`config.mk`:
```
export PLATFORM = sky130hd
export DESIGN_NAME = byte_ring_fifo_overwrite
export DESIGN_NICKNAME = d
export VERILOG_FILES = /design/src/rtl/core/brfo_pkg.sv /design/src/rtl/core/byte_ring_fifo_overwrite.sv /design/src/rtl/core/brfo_ram.sv /design/src/rtl/core/brfo_ctrl.sv /design/src/rtl/core/brfo_dp.sv
export SDC_FILE = /design/constraint.sdc
export NUM_CORES = 1
export LEC_CHECK = 0
export ABC_AREA = 1
export BUFFER_PORTS_ARGS = -buffer_cell sky130_fd_sc_hd__buf_2
export CAP_MARGIN = 20
export CELL_PAD_IN_SITES_DETAIL_PLACEMENT = 1
export CELL_PAD_IN_SITES_GLOBAL_PLACEMENT = 2
export CORE_ASPECT_RATIO = 1.4
export CORE_MARGIN = 1.5
export CORE_UTILIZATION = 38
export CTS_BUF_LIST = sky130_fd_sc_hd__clkbuf_16
export CTS_CLUSTER_DIAMETER = 60
export DETAILED_ROUTE_END_ITERATION = 6
export PLACE_DENSITY_LB_ADDON = 0.05
export SKIP_LAST_GASP = 1
export SLEW_MARGIN = 20
export SYNTH_ARGS = -nofsm -noshare
export SYNTH_HDL_FRONTEND = slang
export SYNTH_SLANG_ARGS = --single-unit
```
`constraint.sdc`:
```
create_clock -name clk -period 4.1 [get_ports clk]
set_input_delay 0.82 -clock clk [delete_from_list [all_inputs] [get_ports clk]]
set_output_delay 0.82 -clock clk [all_outputs]
set_load 0.01 [all_outputs]
```
`src/rtl/core/brfo_pkg.sv`:
```
// ----------------------------------------------------------------------------
// brfo_pkg
// Shared types and constants for the byte ring FIFO with overwrite.
// ----------------------------------------------------------------------------
package brfo_pkg;

    localparam int DATA_W        = 8;
    localparam int CNT_W         = 7;
    localparam int CMD_W         = 2;
    localparam int DEPTH_DEFAULT = 64;

    typedef enum logic [CMD_W-1:0] {
        CMD_PUT  = 2'd0,
        CMD_GET  = 2'd1,
        CMD_POP  = 2'd2,
        CMD_PEEK = 2'd3
    } cmd_t;

    // controller -> datapath
    typedef struct packed {
        logic accept;
        logic step;
    } ctl_cmd_t;

    // datapath -> controller
    typedef struct packed {
        logic go_stream;
        logic remain_last;
    } dp_stat_t;

endpackage

```
`src/rtl/core/byte_ring_fifo_overwrite.sv`:
```
// ----------------------------------------------------------------------------
// byte_ring_fifo_overwrite
// Byte ring FIFO with run-time capacity; put overwrites the oldest byte when
// full, get/peek stream bytes oldest first, pop discards.
//
// Channel   Handshake        Fields
// request   start / busy     command, data_in, count
// result    strobe           data_out, last, moved, level, space
// config    cfg_we           cfg_wdata (capacity)
//
// A result is registered and appears in the cycle after its request is accepted.
// Put, pop and empty requests leave busy low; back-to-back puts run every cycle when idle.
// Get/peek of n bytes streams one RAM read per cycle; busy is high while the
// bytes after the first are read. Reset empties the ring and sets capacity to DEPTH.
// The result side has no stall: each result is valid for exactly one cycle.
// ----------------------------------------------------------------------------
module byte_ring_fifo_overwrite #(
    parameter int DEPTH = brfo_pkg::DEPTH_DEFAULT
) (
    input  logic                          clk,
    input  logic                          rst_n,
    input  logic                          start,
    output logic                          busy,
    input  logic [brfo_pkg::CMD_W-1:0]    command,
    input  logic [brfo_pkg::DATA_W-1:0]   data_in,
    input  logic [brfo_pkg::CNT_W-1:0]    count,
    input  logic                          cfg_we,
    input  logic [brfo_pkg::CNT_W-1:0]    cfg_wdata,
    output logic                          strobe,
    output logic [brfo_pkg::DATA_W-1:0]   data_out,
    output logic                          last,
    output logic [brfo_pkg::CNT_W-1:0]    moved,
    output logic [brfo_pkg::CNT_W-1:0]    level,
    output logic [brfo_pkg::CNT_W-1:0]    space
);

    brfo_pkg::ctl_cmd_t ctl;
    brfo_pkg::dp_stat_t stat;

    brfo_ctrl u_ctrl (
        .clk   (clk),
        .rst_n (rst_n),
        .start (start),
        .stat  (stat),
        .ctl   (ctl),
        .busy  (busy)
    );

    brfo_dp #(
        .DEPTH (DEPTH)
    ) u_dp (
        .clk       (clk),
        .rst_n     (rst_n),
        .ctl       (ctl),
        .stat      (stat),
        .command   (command),
        .data_in   (data_in),
        .count     (count),
        .cfg_we    (cfg_we),
        .cfg_wdata (cfg_wdata),
        .strobe    (strobe),
        .data_out  (data_out),
        .last      (last),
        .moved     (moved),
        .level     (level),
        .space     (space)
    );

endmodule

```
`src/rtl/core/brfo_ram.sv`:
```
// ----------------------------------------------------------------------------
// brfo_ram
// Generic single-write, single-read RAM with registered read data.
// ----------------------------------------------------------------------------
module brfo_ram #(
    parameter int WIDTH = 8,
    parameter int DEPTH = 64
) (
    input  logic                     clk,
    input  logic                     we,
    input  logic [$clog2(DEPTH)-1:0] waddr,
    input  logic [WIDTH-1:0]         wdata,
    input  logic [$clog2(DEPTH)-1:0] raddr,
    output logic [WIDTH-1:0]         rdata
);

    logic [WIDTH-1:0] mem [DEPTH];
    logic [WIDTH-1:0] rdata_reg;

    always_ff @(posedge clk)
    begin
        if (we)
        begin
            mem[waddr] <= wdata;
        end
        rdata_reg <= mem[raddr];
    end

    assign rdata = rdata_reg;

endmodule

```
`src/rtl/core/brfo_ctrl.sv`:
```
// ----------------------------------------------------------------------------
// brfo_ctrl
// Request controller: accepts requests and sequences multi-byte reads.
// ----------------------------------------------------------------------------
module brfo_ctrl (
    input  logic                clk,
    input  logic                rst_n,
    input  logic                start,
    input  brfo_pkg::dp_stat_t  stat,
    output brfo_pkg::ctl_cmd_t  ctl,
    output logic                busy
);

    typedef enum logic [1:0] {
        ST_IDLE = 2'b01,
        ST_READ = 2'b10
    } state_t;

    state_t state_reg;
    state_t state_next;

    always_comb
    begin
        ctl.accept = start && (state_reg == ST_IDLE);
        ctl.step   = (state_reg == ST_READ);
        busy       = (state_reg == ST_READ);
    end

    always_comb
    begin
        state_next = state_reg;
        case (state_reg)
            ST_IDLE:
            begin
                if (ctl.accept && stat.go_stream)
                begin
                    state_next = ST_READ;
                end
            end
            ST_READ:
            begin
                if (stat.remain_last)
                begin
                    state_next = ST_IDLE;
                end
            end
            default:
            begin
                state_next = ST_IDLE;
            end
        endcase
    end

    always_ff @(posedge clk or negedge rst_n)
    begin
        if (!rst_n)
        begin
            state_reg <= ST_IDLE;
        end
        else
        begin
            state_reg <= state_next;
        end
    end

endmodule

```
`src/rtl/core/brfo_dp.sv`:
```
// ----------------------------------------------------------------------------
// brfo_dp
// Datapath: ring pointers, fill level, capacity, ring RAM and result registers.
// ----------------------------------------------------------------------------
module brfo_dp #(
    parameter int DEPTH = brfo_pkg::DEPTH_DEFAULT
) (
    input  logic                          clk,
    input  logic                          rst_n,
    input  brfo_pkg::ctl_cmd_t            ctl,
    output brfo_pkg::dp_stat_t            stat,
    input  logic [brfo_pkg::CMD_W-1:0]    command,
    input  logic [brfo_pkg::DATA_W-1:0]   data_in,
    input  logic [brfo_pkg::CNT_W-1:0]    count,
    input  logic                          cfg_we,
    input  logic [brfo_pkg::CNT_W-1:0]    cfg_wdata,
    output logic                          strobe,
    output logic [brfo_pkg::DATA_W-1:0]   data_out,
    output logic                          last,
    output logic [brfo_pkg::CNT_W-1:0]    moved,
    output logic [brfo_pkg::CNT_W-1:0]    level,
    output logic [brfo_pkg::CNT_W-1:0]    space
);

    localparam int AW = $clog2(DEPTH);
    localparam int CW = brfo_pkg::CNT_W;
    localparam logic [CW-1:0] DEPTH_C = CW'(DEPTH);

    logic [AW-1:0] wi_reg,     wi_next;
    logic [CW-1:0] fill_reg,   fill_next;
    logic [CW-1:0] cap_reg,    cap_next;
    logic [AW-1:0] rd_ptr_reg, rd_ptr_next;
    logic [CW-1:0] remain_reg, remain_next;
    logic [CW-1:0] n_reg,      n_next;

    logic          strobe_reg,   strobe_next;
    logic          from_ram_reg, from_ram_next;
    logic          last_reg,     last_next;
    logic [CW-1:0] moved_reg,    moved_next;
    logic [CW-1:0] level_reg,    level_next;
    logic [CW-1:0] space_reg,    space_next;

    brfo_pkg::cmd_t cmd;
    logic [CW-1:0]  n_req;
    logic [CW:0]    rd_sum;
    logic [CW:0]    rd_mod;
    logic [AW-1:0]  rd0;
    logic [AW-1:0]  rd0_inc;
    logic [AW-1:0]  rd_ptr_inc;
    logic [AW-1:0]  wi_inc;
    logic           ram_we;
    logic [AW-1:0]  raddr;
    logic [brfo_pkg::DATA_W-1:0] rdata;

    function automatic logic [AW-1:0] ring_inc(input logic [AW-1:0] p,
                                               input logic [CW-1:0] cap);
        logic [CW-1:0] p1;
        p1 = CW'(p) + CW'(1);
        ring_inc = (p1 == cap) ? '0 : p1[AW-1:0];
    endfunction

    always_comb
    begin
        cmd        = brfo_pkg::cmd_t'(command);
        n_req      = (count < fill_reg) ? count : fill_reg;
        // oldest byte: (wi + cap - level) mod cap, sum stays below 2*cap
        rd_sum     = (CW+1)'(wi_reg) + (CW+1)'(cap_reg) - (CW+1)'(fill_reg);
        rd_mod     = (rd_sum >= (CW+1)'(cap_reg)) ? rd_sum - (CW+1)'(cap_reg) : rd_sum;
        rd0        = rd_mod[AW-1:0];
        rd0_inc    = ring_inc(rd0, cap_reg);
        rd_ptr_inc = ring_inc(rd_ptr_reg, cap_reg);
        wi_inc     = ring_inc(wi_reg, cap_reg);
    end

    always_comb
    begin
        wi_next       = wi_reg;
        fill_next     = fill_reg;
        cap_next      = cap_reg;
        rd_ptr_next   = rd_ptr_reg;
        remain_next   = remain_reg;
        n_next        = n_reg;
        strobe_next   = 1'b0;
        from_ram_next = 1'b0;
        last_next     = last_reg;
        moved_next    = moved_reg;
        level_next    = level_reg;
        space_next    = space_reg;
        ram_we        = 1'b0;
        raddr         = rd0;
        stat.go_stream   = 1'b0;
        stat.remain_last = (remain_reg == CW'(1));

        if (cfg_we)
        begin
            if (cfg_wdata == '0)
            begin
                cap_next = CW'(1);
            end
            else if (cfg_wdata > DEPTH_C)
            begin
                cap_next = DEPTH_C;
            end
            else
            begin
                cap_next = cfg_wdata;
            end
            wi_next   = '0;
            fill_next = '0;
        end
        else if (ctl.step)
        begin
            raddr         = rd_ptr_reg;
            rd_ptr_next   = rd_ptr_inc;
            remain_next   = remain_reg - CW'(1);
            strobe_next   = 1'b1;
            from_ram_next = 1'b1;
            last_next     = (remain_reg == CW'(1));
            moved_next    = n_reg;
        end
        else if (ctl.accept)
        begin
            strobe_next = 1'b1;
            last_next   = 1'b1;
            if (cmd == brfo_pkg::CMD_PUT)
            begin
                ram_we  = 1'b1;
                wi_next = wi_inc;
                if (fill_reg < cap_reg)
                begin
                    fill_next = fill_reg + CW'(1);
                end
                moved_next = CW'(1);
            end
            else if (n_req == '0)
            begin
                moved_next = '0;
            end
            else if (cmd == brfo_pkg::CMD_POP)
            begin
                fill_next  = fill_reg - n_req;
                moved_next = n_req;
            end
            else
            begin
                if (cmd == brfo_pkg::CMD_GET)
                begin
                    fill_next = fill_reg - n_req;
                end
                from_ram_next  = 1'b1;
                moved_next     = n_req;
                last_next      = (n_req == CW'(1));
                rd_ptr_next    = rd0_inc;
                remain_next    = n_req - CW'(1);
                n_next         = n_req;
                stat.go_stream = (n_req != CW'(1));
            end
            level_next = fill_next;
            space_next = cap_reg - fill_next;
        end
    end

    always_ff @(posedge clk or negedge rst_n)
    begin
        if (!rst_n)
        begin
            wi_reg       <= '0;
            fill_reg     <= '0;
            cap_reg      <= DEPTH_C;
            remain_reg   <= '0;
            strobe_reg   <= 1'b0;
            from_ram_reg <= 1'b0;
        end
        else
        begin
            wi_reg       <= wi_next;
            fill_reg     <= fill_next;
            cap_reg      <= cap_next;
            remain_reg   <= remain_next;
            strobe_reg   <= strobe_next;
            from_ram_reg <= from_ram_next;
        end
    end

    always_ff @(posedge clk)
    begin
        rd_ptr_reg <= rd_ptr_next;
        n_reg      <= n_next;
        last_reg   <= last_next;
        moved_reg  <= moved_next;
        level_reg  <= level_next;
        space_reg  <= space_next;
    end

    brfo_ram #(
        .WIDTH (brfo_pkg::DATA_W),
        .DEPTH (DEPTH)
    ) u_ram (
        .clk   (clk),
        .we    (ram_we),
        .waddr (wi_reg),
        .wdata (data_in),
        .raddr (raddr),
        .rdata (rdata)
    );

    assign strobe   = strobe_reg;
    assign data_out = from_ram_reg ? rdata : '0;
    assign last     = last_reg;
    assign moved    = moved_reg;
    assign level    = level_reg;
    assign space    = space_reg;

endmodule

```
==> metrics.txt <==
die footprint=76200 um2; via count=21300; setup violators final=15; clk_lat worst skew=0.63 ns; ANT cells=0; Synth Area in Adders=2.80%; status=finished, violations left; Post-synth ARST share=~5.3%; # clock sinks=just under 600; Worst Hold Slack=around 0.35 ns; YS warnings=0; boundary pin count=60; DRC viols=0; Critical Path AT=4.96 ns; PortBufs=59; Detail Placement HPWL=63500 um; site row count=118; Slew Viols, Final=0; Post-synth EDFFs=about 550; area grow syn2layout=27.4%; Pre-Repair DR Iteration Count=5; Synth Instances=2760; share of layout cells above drive strength 1=24.1%; worst-margin pin slew=1.05 ns; max_cap viols=0; CP Launch Type=flop; Die Width=between 200 and 250 um; met1 usage=roughly 31%; first-pass GRT wire length=144000 um; Synth Register Bits=between 500 and 600; Tightest Hold Check Type=in -> async; Most used DFF post-synth=edfxtp_1; gr usage total=around a quarter; mapped cell area=~28000 um2; fin worst setup slack=-0.353 ns; 1st-iter DRT viols=1224; final antenna-violating net count=0; Critical Path RT=around 4.6 ns; Worst slew margin=28.8%; max FFs per register=512; DR vias/cell=around 5.2; Worst Path Class, Setup=reg -> reg; Starting Density=between 30% and 40%; clk buf depth=3; CTS root buf=clkbuf_16; Hold Vio Cnt, Final=0; CTS tree=yes; simple-gate portion of the synthesized area=24.3%; fin crit share=109%; post-synth cell types=51; CP Max Fanout=8; vias in the first global route=23000; core area=73800 um2; initial antenna violation count=0; Final nets=~3200; failing checks=setup timing; main combinational cell family by area after synthesis=simple AND/OR/NAND/NOR gates; gpl congestion=0.850; skew final=about 0.028 ns; remaining global-route overflow=0; GR peak layer=met2; Reg clk slew, reported paths=0.06 ns; DR WL/cell=23.3 um; multiplexer area fraction after synthesis=0.0398%; syn avg cell area=between 10 and 15 um2; CTS buffer count=66; RSZ-0062 raised after global routing=true; Synth Area in Compound Gates=2.31%; Seq/Total Area, Yosys=61.3%; XOR/XNOR Fraction of Synth Area=between 1 and 1.5%; Final Critical Period=4.45 ns; largest net degree at the start of global routing=77; Die Ht=326 um; routing usage on met3=under 10%; syn nets=between 2000 and 3000; fillcell total=7970; final wirelength=95500 um; met2 Use GR=46.3%; CTS H-tree lvls=3; Max Fclk=0.225 GHz; crit end category=flop
[path summary, 6_finish.rpt]
path	start	endpoint	slack (ns)	cells after the start
max reg2reg	u_dp.cap_reg[1]$_DFFE_PN0P_	u_dp.u_ram.rdata[5]$_DFF_P_	-0.35	26
min	rst_n	u_dp.wi_reg[3]$_DFFE_PN0P_	0.35	1
min in group clk	cfg_wdata[4]	u_dp.cap_reg[4]$_DFFE_PN0P_	0.42	3
min reg2reg	u_dp.n_reg[6]$_DFFE_PP_	u_dp.moved[6]$_DFFE_PP_	0.55	1
max in group asynchronous	rst_n	u_dp.fill_reg[4]$_DFFE_PN0P_	3.10	1
max	u_dp.cap_reg[1]$_DFFE_PN0P_	u_dp.u_ram.rdata[5]$_DFF_P_	-0.35	26
[synth_stat cells (7+ instances only)]
| library cell | n | area share, % |
|---|---|---|
| nand4_1 | 9 | 0.20 |
| ha_1 | 49 | 2.2 |
| buf_1 | 7 | 0.093 |
| fa_1 | 9 | 0.64 |
| xor2_1 | 30 | 0.93 |
| o22ai_1 | 12 | 0.27 |
| nand2_2 | 7 | 0.15 |
| dfxtp_1 | 8 | 0.57 |
| a31oi_1 | 7 | 0.15 |
| nor2_1 | 114 | 1.5 |
| buf_4 | 15 | 0.40 |
| a21oi_1 | 28 | 0.49 |
| nand2_1 | 479 | 6.4 |
| buf_2 | 88 | 1.6 |
| nand3_1 | 604 | 11 |
| xnor2_1 | 9 | 0.28 |
| clkbuf_1 | 30 | 0.40 |
| edfxtp_1 | 547 | 58 |
| dfrtp_1 | 29 | 2.6 |
| nand3b_1 | 184 | 4.9 |
| o21ai_0 | 29 | 0.51 |
| inv_1 | 403 | 5.3 |
[layout by cell type, fill, tap and decap left out, drive strengths merged, types with 2 or more instances in the layout]
master,count
clkbuf,75
nor4,3
nand3b,184
inv,431
nor3,4
nand4,10
o21a,2
nand2,489
buf,389
o21ai,42
bufbuf,4
ha,49
clkinvlp,2
o22ai,12
nor2,116
dfrtp,29
o211ai,4
fa,9
edfxtp,547
dfstp,2
bufinv,5
nand3,608
or2,3
xor2,30
clkinv,21
a31oi,7
dfxtp,8
o31ai,2
xnor2,9
a21oi,31
[critical path, cell delays in order (launching register included)]
cell and delay [ns]:
dfrtp_2 0.39, inv_4 0.04, fa_1 0.54, inv_2 0.06
ha_1 0.27, nand3_1 0.09, nand3_2 0.14, xor2_2 0.19
ha_1 0.34, a21oi_2 0.18, nand3_1 0.14, a21oi_4 0.24
buf_12 0.14, nand3_4 0.10, nand3_4 0.17, buf_12 0.16
nand2_8 0.12, buf_12 0.22, clkbuf_16 0.17, nand2_1 0.05
nand2_1 0.05, nand2_1 0.09, nand3_2 0.08, nand3_2 0.09
nand3_2 0.09, nand3_4 0.10, nand2_2 0.07
[through the flow]
step / setup slack [ns] / cell area (um2) / TNS (ns) / cells / util, %
global placement: -0.446 / 32100 / -5.73 / 3917 / 43.5
CTS: -0.317 / 35500 / -3.88 / 4079 / 48.0
global route: -0.553 / 36100 / -7.48 / 4095 / 48.8
detailed placement: -0.626 / 32100 / -8.41 / 3917 / 43.5
finish: -0.353 / 36100 / -3.98 / 4095 / 48.8
floorplan: -0.0690 / 28500 / -0.0690 / 2760 / -
[repair_timing]
action / 4_1_cts / 5_1_grt
endpoints found under the hold margin: 0 / 0
resized for setup: 154 / 97
hold buffers: 0 / 0
endpoints found under the setup margin: 15 / 16
pin swaps: 49 / 57
gates cloned: 12 / 6
buffers inserted: 33 / 13
[final cells by class]
type	instances	area, um2	area share, %
inverters	411	1560	4.33
clock inverters	48	380	1.05
multi-input cells	1622	9970	27.6
repair buffers	399	3850	10.7
flip-flops and latches	586	17400	48.2
well taps	960	1200	3.33
clock buffers	69	1730	4.79
[layer usage]
layer  wire [um]  vias up
li1            -    10100
met1       39000    10800
met4        2940        0
met3        2700      121
met2       50900      340
met5           0        -
[cells by family (layout without fill, tap and decap cells)]
kind of cell               count (synthesis)  count (layout)
AOI/OAI and AO/OA                        106             106
xor gates and xnor gates                  39              39
adders and majority gates                 58              58
buffers and inverters                    554             927
DFF                                      586             586
muxes                                      1               1
and+or+nand+nor                         1416            1418
Power is not shown: default switching activity piles up to over one toggle a cycle in this logic, so the estimate is an artifact.
